<file path="src/hw/rtl/hdm_pkg.sv">
// Package for the holonomic drive mixer: transaction structs, step counts
// and the back end state type. No dependencies.
package hdm_pkg;

  typedef struct packed {
    logic signed [7:0] forward_axis;
    logic signed [7:0] strafe_axis;
    logic signed [7:0] turn_axis;
  } hdm_cmd_t;

  typedef struct packed {
    logic signed [15:0] front_left_drive;
    logic signed [15:0] back_left_drive;
    logic signed [15:0] front_right_drive;
    logic signed [15:0] back_right_drive;
  } hdm_drive_t;

  // Scaled translation terms (Q16 percent) plus the raw turn reading.
  typedef struct packed {
    logic signed [24:0] p_plus;
    logic signed [24:0] p_minus;
    logic signed [7:0]  turn;
  } hdm_mid_t;

  typedef enum logic [1:0] {
    BK_IDLE,
    BK_LOAD,
    BK_DIVIDE,
    BK_HOLD
  } hdm_back_state_t;

  // Two quotient bits per cycle: 24 bits in the front, 16 in the back.
  localparam int unsigned FRONT_STEPS = 12;
  localparam int unsigned BACK_STEPS  = 8;

  // 100 percent in Q16.
  localparam logic [24:0] LIM_FLOOR = 25'd6553600;
  localparam logic [6:0]  OUT_PCT   = 7'd100;

endpackage

</file>
<file path="src/hw/rtl/holonomic_drive_mixer.sv">
// Top level of the holonomic drive mixer: front end, queue, back end.
// Depends on hdm_pkg, hdm_front, hdm_queue and hdm_back.
//
// Usage:
//   Input channel: drive cmd (forward, strafe, turn in percent) and raise
//   push; the transaction is taken on a clock edge with push high and full
//   low. Result channel: while empty is low, drive holds the four wheel
//   commands (percent times 256); raise pop to take the transaction.
//   One result comes out for every input, in order.
// Path with idle stages, from the accepting edge to empty falling: the front
//   divider steps, the hand-off into the queue, the pop into the back end,
//   finding the limit and loading the back divider, the back divider steps,
//   then the output register.
// Pace: set by the front end's two-bit-per-cycle max/sum divider, which
//   takes no new transaction until it has finished the last one; the back
//   end overlaps with it.
//   The front takes a new item the same cycle it hands one to the queue.
// Reset: rst clears the control state; all queues come up empty and
//   empty is high. Payload registers are not reset.
// Stalls: when pop stays low the result holds; the back end then holds
//   its finished item, the queue fills, and finally full rises.
module holonomic_drive_mixer #(
  parameter int unsigned QUEUE_DEPTH = 2
) (
  input  logic                clk,
  input  logic                rst,
  input  logic                push,
  output logic                full,
  input  hdm_pkg::hdm_cmd_t   cmd,
  output logic                empty,
  input  logic                pop,
  output hdm_pkg::hdm_drive_t drive
);
  import hdm_pkg::*;

  hdm_mid_t front_mid, back_mid;
  logic     front_valid, queue_full;
  logic     back_valid, back_pop;

  // Accept and scale the translation terms.
  hdm_front u_front (
    .clk       (clk),
    .rst       (rst),
    .push      (push),
    .full      (full),
    .cmd       (cmd),
    .mid_valid (front_valid),
    .mid_full  (queue_full),
    .mid       (front_mid)
  );

  // Decouple front and back so each can stall on its own.
  hdm_queue #(
    .DEPTH (QUEUE_DEPTH)
  ) u_queue (
    .clk      (clk),
    .rst      (rst),
    .wr_valid (front_valid),
    .wr_full  (queue_full),
    .wr_data  (front_mid),
    .rd_valid (back_valid),
    .rd_pop   (back_pop),
    .rd_data  (back_mid)
  );

  // Mix in turn, normalize, hold the result for the receiver.
  hdm_back u_back (
    .clk       (clk),
    .rst       (rst),
    .mid_valid (back_valid),
    .mid_pop   (back_pop),
    .mid       (back_mid),
    .empty     (empty),
    .pop       (pop),
    .drive     (drive)
  );

endmodule

</file>
<file path="src/hw/rtl/hdm_front.sv">
// Front end: accepts stick readings, forms the wheel sums and scales them
// by max/sum with a two-bit-per-cycle divider. Uses hdm_pkg.
module hdm_front (
  input  logic              clk,
  input  logic              rst,
  input  logic              push,
  output logic              full,
  input  hdm_pkg::hdm_cmd_t cmd,
  output logic              mid_valid,
  input  logic              mid_full,
  output hdm_pkg::hdm_mid_t mid
);
  import hdm_pkg::*;

  logic              busy;
  logic              done;
  logic [3:0]        cnt;
  logic [8:0]        d;
  logic              zero;
  logic              neg_p, neg_m;
  logic [8:0]        rem_p, rem_m;
  logic [23:0]       lo_p, lo_m;
  logic [23:0]       q_p, q_m;
  logic signed [7:0] turn;

  logic              accept;
  logic              release_mid;
  logic signed [8:0] fx, sx, sum_p, sum_m;
  logic [7:0]        af, as_v, peak;
  logic [8:0]        denom, mag_p, mag_m;
  logic [16:0]       a_p, a_m;
  logic [9:0]        s1p, s2p, s1m, s2m;

  function automatic logic [9:0] step1(input logic [8:0] r, input logic b,
                                       input logic [8:0] dv);
    logic [9:0] t;
    logic [9:0] s;
    t = {r, b};
    s = t - {1'b0, dv};
    if (t >= {1'b0, dv}) begin
      return {s[8:0], 1'b1};
    end
    return {t[8:0], 1'b0};
  endfunction

  assign release_mid = done && !mid_full;
  assign full        = busy && !release_mid;
  assign accept      = push && !full;
  assign mid_valid   = done;

  always_comb begin
    fx    = 9'(cmd.forward_axis);
    sx    = 9'(cmd.strafe_axis);
    af    = fx[8] ? 8'(-fx) : fx[7:0];
    as_v  = sx[8] ? 8'(-sx) : sx[7:0];
    denom = {1'b0, af} + {1'b0, as_v};
    peak  = (af > as_v) ? af : as_v;
    sum_p = fx + sx;
    sum_m = fx - sx;
    mag_p = sum_p[8] ? 9'(-sum_p) : sum_p;
    mag_m = sum_m[8] ? 9'(-sum_m) : sum_m;
    a_p   = 17'(mag_p * peak);
    a_m   = 17'(mag_m * peak);
  end

  always_comb begin
    s1p = step1(rem_p, lo_p[23], d);
    s2p = step1(s1p[9:1], lo_p[22], d);
    s1m = step1(rem_m, lo_m[23], d);
    s2m = step1(s1m[9:1], lo_m[22], d);
  end

  always_comb begin
    mid.turn    = turn;
    mid.p_plus  = zero ? '0 : (neg_p ? -$signed({1'b0, q_p}) : $signed({1'b0, q_p}));
    mid.p_minus = zero ? '0 : (neg_m ? -$signed({1'b0, q_m}) : $signed({1'b0, q_m}));
  end

  always_ff @(posedge clk) begin
    if (rst) begin
      busy <= 1'b0;
      done <= 1'b0;
      cnt  <= '0;
    end else if (accept) begin
      busy <= 1'b1;
      done <= 1'b0;
      cnt  <= '0;
    end else if (release_mid) begin
      busy <= 1'b0;
      done <= 1'b0;
    end else if (busy && !done) begin
      cnt <= cnt + 4'd1;
      if (cnt == 4'(FRONT_STEPS - 1)) begin
        done <= 1'b1;
      end
    end
  end

  always_ff @(posedge clk) begin
    if (accept) begin
      d     <= denom;
      zero  <= (denom == '0);
      neg_p <= sum_p[8];
      neg_m <= sum_m[8];
      rem_p <= {1'b0, a_p[15:8]};
      rem_m <= {1'b0, a_m[15:8]};
      lo_p  <= {a_p[7:0], 16'h0};
      lo_m  <= {a_m[7:0], 16'h0};
      q_p   <= '0;
      q_m   <= '0;
      turn  <= cmd.turn_axis;
    end else if (busy && !done) begin
      rem_p <= s2p[9:1];
      rem_m <= s2m[9:1];
      lo_p  <= {lo_p[21:0], 2'b00};
      lo_m  <= {lo_m[21:0], 2'b00};
      q_p   <= {q_p[21:0], s1p[0], s2p[0]};
      q_m   <= {q_m[21:0], s1m[0], s2m[0]};
    end
  end

endmodule

</file>
<file path="src/hw/rtl/hdm_queue.sv">
// Short queue between front and back end. Uses hdm_pkg for the entry type.
module hdm_queue #(
  parameter int unsigned DEPTH = 2
) (
  input  logic              clk,
  input  logic              rst,
  input  logic              wr_valid,
  output logic              wr_full,
  input  hdm_pkg::hdm_mid_t wr_data,
  output logic              rd_valid,
  input  logic              rd_pop,
  output hdm_pkg::hdm_mid_t rd_data
);
  import hdm_pkg::*;

  localparam int unsigned PTR_W = (DEPTH > 1) ? $clog2(DEPTH) : 1;
  localparam int unsigned CNT_W = $clog2(DEPTH + 1);

  hdm_mid_t           mem [DEPTH];
  logic [PTR_W-1:0]   wr_ptr, rd_ptr;
  logic [CNT_W-1:0]   count;
  logic               do_wr, do_rd;

  assign wr_full  = (count == CNT_W'(DEPTH));
  assign rd_valid = (count != '0);
  assign do_wr    = wr_valid && !wr_full;
  assign do_rd    = rd_pop && rd_valid;
  assign rd_data  = mem[rd_ptr];

  always_ff @(posedge clk) begin
    if (do_wr) begin
      mem[wr_ptr] <= wr_data;
    end
  end

  always_ff @(posedge clk) begin
    if (rst) begin
      wr_ptr <= '0;
      rd_ptr <= '0;
      count  <= '0;
    end else begin
      if (do_wr) begin
        wr_ptr <= (wr_ptr == PTR_W'(DEPTH - 1)) ? '0 : wr_ptr + PTR_W'(1);
      end
      if (do_rd) begin
        rd_ptr <= (rd_ptr == PTR_W'(DEPTH - 1)) ? '0 : rd_ptr + PTR_W'(1);
      end
      if (do_wr && !do_rd) begin
        count <= count + CNT_W'(1);
      end else if (do_rd && !do_wr) begin
        count <= count - CNT_W'(1);
      end
    end
  end

endmodule

</file>
<file path="src/hw/rtl/hdm_back.sv">
// Back end: adds turn, finds the normalization limit and divides all four
// wheels in parallel, two bits per cycle. Uses hdm_pkg.
module hdm_back (
  input  logic                clk,
  input  logic                rst,
  input  logic                mid_valid,
  output logic                mid_pop,
  input  hdm_pkg::hdm_mid_t   mid,
  output logic                empty,
  input  logic                pop,
  output hdm_pkg::hdm_drive_t drive
);
  import hdm_pkg::*;

  hdm_back_state_t    state, state_next;
  logic signed [25:0] v [4];
  logic               neg [4];
  logic [24:0]        rem [4];
  logic [15:0]        lo [4];
  logic [15:0]        q [4];
  logic [24:0]        lim;
  logic [2:0]         cnt;
  logic               out_valid;
  hdm_drive_t         out_reg;

  logic               can_release;
  logic               load_out;
  logic signed [25:0] pp, pm, tq;
  logic [24:0]        mag [4];
  logic [31:0]        prod [4];
  logic [24:0]        lim_calc;
  logic [25:0]        st1 [4];
  logic [25:0]        st2 [4];
  logic signed [15:0] res [4];

  function automatic logic [25:0] step1(input logic [24:0] r, input logic b,
                                        input logic [24:0] dv);
    logic [25:0] t;
    logic [25:0] s;
    t = {r, b};
    s = t - {1'b0, dv};
    if (t >= {1'b0, dv}) begin
      return {s[24:0], 1'b1};
    end
    return {t[24:0], 1'b0};
  endfunction

  assign can_release = !out_valid || pop;
  assign empty       = !out_valid;
  assign drive       = out_reg;

  // Next state.
  always_comb begin
    state_next = state;
    case (state)
      BK_IDLE:   if (mid_valid) state_next = BK_LOAD;
      BK_LOAD:   state_next = BK_DIVIDE;
      BK_DIVIDE: if (cnt == 3'(BACK_STEPS - 1)) state_next = BK_HOLD;
      BK_HOLD: begin
        if (can_release) begin
          state_next = mid_valid ? BK_LOAD : BK_IDLE;
        end
      end
      default:   state_next = BK_IDLE;
    endcase
  end

  // Outputs of the sequencer.
  always_comb begin
    mid_pop  = 1'b0;
    load_out = 1'b0;
    case (state)
      BK_IDLE: mid_pop = mid_valid;
      BK_HOLD: begin
        load_out = can_release;
        mid_pop  = can_release && mid_valid;
      end
      default: begin
        mid_pop  = 1'b0;
        load_out = 1'b0;
      end
    endcase
  end

  always_comb begin
    pp = 26'(mid.p_plus);
    pm = 26'(mid.p_minus);
    tq = {{2{mid.turn[7]}}, mid.turn, 16'h0};
    lim_calc = LIM_FLOOR;
    for (int i = 0; i < 4; i++) begin
      mag[i]  = v[i][25] ? 25'(-v[i]) : v[i][24:0];
      prod[i] = 32'(mag[i] * OUT_PCT);
      if (mag[i] > lim_calc) begin
        lim_calc = mag[i];
      end
      st1[i] = step1(rem[i], lo[i][15], lim);
      st2[i] = step1(st1[i][25:1], lo[i][14], lim);
      res[i] = neg[i] ? -$signed(q[i]) : $signed(q[i]);
    end
  end

  always_ff @(posedge clk) begin
    if (rst) begin
      state     <= BK_IDLE;
      out_valid <= 1'b0;
    end else begin
      state <= state_next;
      if (load_out) begin
        out_valid <= 1'b1;
      end else if (pop) begin
        out_valid <= 1'b0;
      end
    end
  end

  always_ff @(posedge clk) begin
    if (mid_pop) begin
      v[0] <= pp + tq;
      v[1] <= pm + tq;
      v[2] <= pm - tq;
      v[3] <= pp - tq;
    end
    if (state == BK_LOAD) begin
      lim <= lim_calc;
      cnt <= '0;
      for (int i = 0; i < 4; i++) begin
        neg[i] <= v[i][25];
        rem[i] <= {1'b0, prod[i][31:8]};
        lo[i]  <= {prod[i][7:0], 8'h0};
        q[i]   <= '0;
      end
    end else if (state == BK_DIVIDE) begin
      cnt <= cnt + 3'd1;
      for (int i = 0; i < 4; i++) begin
        rem[i] <= st2[i][25:1];
        lo[i]  <= {lo[i][13:0], 2'b00};
        q[i]   <= {q[i][13:0], st1[i][0], st2[i][0]};
      end
    end
    if (load_out) begin
      out_reg.front_left_drive  <= res[0];
      out_reg.back_left_drive   <= res[1];
      out_reg.front_right_drive <= res[2];
      out_reg.back_right_drive  <= res[3];
    end
  end

endmodule

</file>
<file path="config.mk">
export PLATFORM = sky130hd
export DESIGN_NAME = holonomic_drive_mixer
export DESIGN_NICKNAME = d
export VERILOG_FILES = /design/src/hw/rtl/hdm_pkg.sv /design/src/hw/rtl/holonomic_drive_mixer.sv /design/src/hw/rtl/hdm_front.sv /design/src/hw/rtl/hdm_queue.sv /design/src/hw/rtl/hdm_back.sv
export SDC_FILE = /design/constraint.sdc
export NUM_CORES = 2
export LEC_CHECK = 0
export BUFFER_PORTS_ARGS = -buffer_cell sky130_fd_sc_hd__clkbuf_2
export CAP_MARGIN = 20
export CORE_MARGIN = 5
export CORE_UTILIZATION = 42
export CTS_BUF_LIST = sky130_fd_sc_hd__clkbuf_4 sky130_fd_sc_hd__clkbuf_8 sky130_fd_sc_hd__clkbuf_16
export CTS_CLUSTER_DIAMETER = 100
export DETAILED_ROUTE_END_ITERATION = 8
export GPL_TIMING_DRIVEN = 0
export HOLD_SLACK_MARGIN = 0.15
export PLACE_DENSITY_LB_ADDON = 0.3
export SLEW_MARGIN = 20
export SYNTH_ARGS = -nofsm -noshare
export SYNTH_HDL_FRONTEND = slang
export SYNTH_HIERARCHICAL = 1
export SYNTH_SLANG_ARGS = --single-unit
</file>
<file path="constraint.sdc">
create_clock -name clk -period 8.91 [get_ports clk]
set_clock_uncertainty 0.05 [all_clocks]
set_input_delay 0 -clock clk [delete_from_list [all_inputs] [get_ports clk]]
set_output_delay 0 -clock clk [all_outputs]
set_load 0.03 [all_outputs]
</file>
==> out/results.txt <==
The run finished, with violations left. The final reports fail on setup timing. Among cell families on the critical path, the largest total delay comes from compound AO/OA/AOI/OAI gates. The maximum number of pins on one net before global-route repair was 58; the biggest cell delay along the critical path was 0.46 ns.

The first global-routing pass estimated 265 mm of wire. TritonCTS built the clock tree. The part of the Yosys area used for sequential elements is 28.6%. Cell with the most instances on the worst path: sky130_fd_sc_hd__o21a_1. The total power divided by cell area is 322 nW/um^2, and the number of antenna-violating nets in the routed design is 0. During synthesis, Yosys emitted a total of 6 warnings. The number of antenna violations at the first check in global routing came out at 2.

After global routing, the most crowded layer is met2. The fraction of final layout cells sized beyond drive strength 1 came out at 11.2%. Input and output buffers added on the ports amount to 93.

Of the available clock period, the critical path in the final layout requires 105%. In this run the clock root is driven by a sky130_fd_sc_hd__clkbuf_16. 94 I/O pins were placed. STA puts the critical path data arrival time at 9.67 ns.

The met3 global-route usage was 2.57%; the peak fanout along the critical path was 10. The die is 385 um wide. The number of vias per cell came out at 5.55.

The synthesized area is 59100 sq um. The number of flip-flops and latches in the synthesized netlist was 584; the clock transition at the register clock pins on the worst setup and hold paths after CTS was 0.06 ns. The relative contribution of the clock network to total power was 14.3%.

For this run, global-route usage on met1 was measured as 29.2%. After synthesis, the share of flip-flops with an asynchronous set or reset is 0%. Global routing used 22.8% of the available tracks across all layers.

The synthesized netlist contains 110 unique library cells. The number of nets at the end of the flow is 7709. The average instance area after synthesis was 9.23 sq um; the last weighted congestion value of the routability-driven placer was 0.936. Met2 usage: 38.2%. Sorting the synthesized cells by area gives the leading types as sky130_fd_sc_hd__edfxtp_1 26%, sky130_fd_sc_hd__ha_1 17%, sky130_fd_sc_hd__fa_1 6.1%. The worst setup path is launched from a flop. The tightest min-delay check is of the in2reg type.

The number of synthesized flops with an enable pin is 517, and the sum of overflow across all layers after global routing is 0. The logs give 584 for the number of clock sinks and 6 for the number of iterations in the first detailed-routing pass. After synthesis, the largest area contributor takes up 26.3% of total cell area. The number of buffers inserted during clock tree synthesis is 72, and the depth of the worst register-to-register path is 45. The number of endpoints with negative hold slack in the final report came out at 0. The critical path is of the reg2reg type.

For the proportion of power drawn by combinational gates, the log shows 67.5%. The floorplan has 137 rows. The total internal power is 0.0113 W. The worst vdd rail ir drop was 0.000690 V; the via count of the first global-routing pass was 46700.

The switching portion of total power works out to 47.1%. Timing would allow up to 0.107 GHz. The analysis attributes to net switching a power of 0.0101 W. The run gives 3572 as the DRC violation total after the first TritonRoute iteration. At the worst endpoint, the required time is 9.26 ns.

The top cell type by total area after synthesis was sky130_fd_sc_hd__edfxtp_1. Number of max-slew violations in the final report: 0. In this run the tightest slew margin relative to its limit is 20.7%.

Relative to the synthesized area, the layout overhead comes to 12.8%. Setup repair after global routing could not meet its margin everywhere. The number of setup violations in the final report was 25.

Overall die area: 148000 sq um. The dominant synthesized flop cell was sky130_fd_sc_hd__edfxtp_1. For the half-perimeter wire length after placement, the log shows 135 mm.

The critical path capture point type was a flop. Together, buffers and inverters on the worst path number 7. The starting density of the core is 42.3%, and the total core area is 140000 sq um. The die outline height was 385 um. The routed wirelength normalized by instance count was 19.9 um.

After layout, the minimum clock period comes to 9.32 ns. For the source-to-sink clock delay at the later pin of the worst-skew pair, the log shows 0.68 ns. The H-tree generated during clock tree synthesis spans 3 levels. The critical path runs through a total of 45 cells. The slowest cell on the critical path is sky130_fd_sc_hd__or3_4. OpenSTA, run right after detailed placement, puts the worst setup slack at -1.98 ns. The longest clock path from root to sink contains 3 buffers. The total power consumption of the routed design was 0.0214 W; the overall routed net length was 172 mm. Summed over all cells, the static leakage comes to 29.6 nW. Worst path setup slack after routing: -0.414 ns.

Max-capacitance violation count: 0. Synthesis produced a netlist with a net count of 7405. For the pin with the worst max-slew slack, the measured transition is 1.19 ns. For the relative contribution of sequential cells to total power, the log shows 18.2%.

The worst hold path was traced through 3 stages. The logs give 6400 for the number of instances in the synthesized netlist and 47900 for the vias after detailed routing. In the routed design, unresolved DRC markers number 0.
per-layer routing:
layer | part of all wire, % | wire (um)
met5 | 0 | 0
met4 | 5.6 | 9590
met3 | 5.9 | 10200
met2 | 46 | 79600
met1 | 42 | 72300
layout make-up:
type	count	area, sq um
Timing Repair Buffer	235	1910
Sequential cell	584	16900
Inverter	734	2760
Clock inverter	41	475
Tap cell	1876	2350
Clock buffer	92	2020
Buffer	150	803
Fill cell	13100	73100
Multi-Input combinational cell	4927	39500
Antenna cell	3	7.51
cells by family (layout without fill, tap and decap cells):
| logic type | Yosys count | after routing | synth area share (%) |
|---|---|---|---|
| AOI/OAI and AO/OA | 1367 | 1367 | 14.9 |
| xor gates and xnor gates | 552 | 552 | 8.22 |
| adders and majority gates | 977 | 977 | 23.0 |
| buffers and inverters | 889 | 1252 | 5.96 |
| DFF | 584 | 584 | 28.6 |
| muxes | 287 | 287 | 5.28 |
| other | 0 | 3 | 0 |
| and+or+nand+nor | 1744 | 1744 | 14.1 |
power by group through the flow:
stage                     Clock [W]  Combinational, W  Sequential (W)
after floorplan                   0            0.0109         0.00389
after global placement            0            0.0140         0.00404
after detailed placement          0            0.0142         0.00395
after CTS                   0.00314            0.0144         0.00389
after global routing        0.00326            0.0161         0.00394
final                       0.00307            0.0145         0.00390
tightest hold or removal path, cell delays in order:
cell and delay (ns):
sky130_fd_sc_hd__dlygate4sd3_1 0.52, sky130_fd_sc_hd__clkbuf_2 0.35, sky130_fd_sc_hd__a21oi_1 0.07
what timing repair did:
action                                  4_1_cts  5_1_grt
gates resized for setup                     111       43
cloned                                        1        1
hold buffers                                 41        0
pin swaps                                    42       36
hold endpoints to repair                     68        0
buffers inserted                             64       27
endpoints found under the setup margin       49       56
path summary, 6_finish.rpt:
check / startpoint / slack [ns] / end
hold / removal: rst / 0.28 / u_queue/wr_ptr
hold reg to reg: u_front/turn[4] / 0.40 / u_queue/mem[1][4]
setup / recovery: u_back/v[0][11] / -0.41 / u_back/lim[0]
setup reg to reg: u_back/v[0][11] / -0.41 / u_back/lim[0]
stage by stage:
step	utilization, %	std cells	hold WS [ns]	TNS (ns)	instance area [sq um]
final	47.7	8642	0.281	-8.39	66600
after global routing	47.7	8639	0.330	-14.92	66600
after CTS	47.4	8618	0.223	-3.96	66200
after detailed placement	44.5	8380	0.129	-49.90	62200
after global placement	44.3	8369	0.133	-67.34	61900
after floorplan	-	6400	0.0191	0	59100
synth_stat cells (all sizes together) (12+ instances only):
cell type / instances
ha: 796
inv: 732
nor2: 522
edfxtp: 517
nand2: 464
a21oi: 427
xnor2: 322
o21ai: 315
xor2: 230
fa: 181
mux2: 176
a21o: 141
nand3: 139
clkbuf: 113
mux2i: 111
nor3: 109
and2: 80
nor2b: 78
o31ai: 70
dfxtp: 67
nand2b: 65
o21a: 63
nand4: 61
or2: 53
a211oi: 49
a31oi: 47
and3: 47
o21bai: 45
or3: 42
buf: 41
nor4: 26
o41ai: 26
or4: 25
a21boi: 19
o211ai: 19
a211o: 17
a31o: 16
a2111oi: 15
o31a: 13
o221ai: 12
state kept, by name, indices dropped and copies added (netlist names), 22 cells and up, named ones only:
register,cells
u_back/lim,25
u_front/q_p,24
u_back/q,64
u_queue/mem,116
u_back/drive,64
u_back/rem,100
u_back/v,70
u_front/q_m,24
u_back/lo,22
cell usage in the layout, fill, tap and decap left out, drive strengths merged, types with 49 or more instances in the layout:
master | Yosys | layout
a211oi | 49 | 49
a21o | 141 | 141
a21oi | 427 | 427
and2 | 80 | 80
buf | 41 | 141
clkbuf | 113 | 294
dfxtp | 67 | 67
edfxtp | 517 | 517
fa | 181 | 181
ha | 796 | 796
inv | 732 | 734
mux2 | 176 | 176
mux2i | 111 | 111
nand2 | 464 | 464
nand2b | 65 | 65
nand3 | 139 | 139
nand4 | 61 | 61
nor2 | 522 | 522
nor2b | 78 | 78
nor3 | 109 | 109
o21a | 63 | 63
o21ai | 315 | 315
o31ai | 70 | 70
or2 | 53 | 53
xnor2 | 322 | 322
xor2 | 230 | 230
Note: power is estimated with default switching activity, not from simulation.
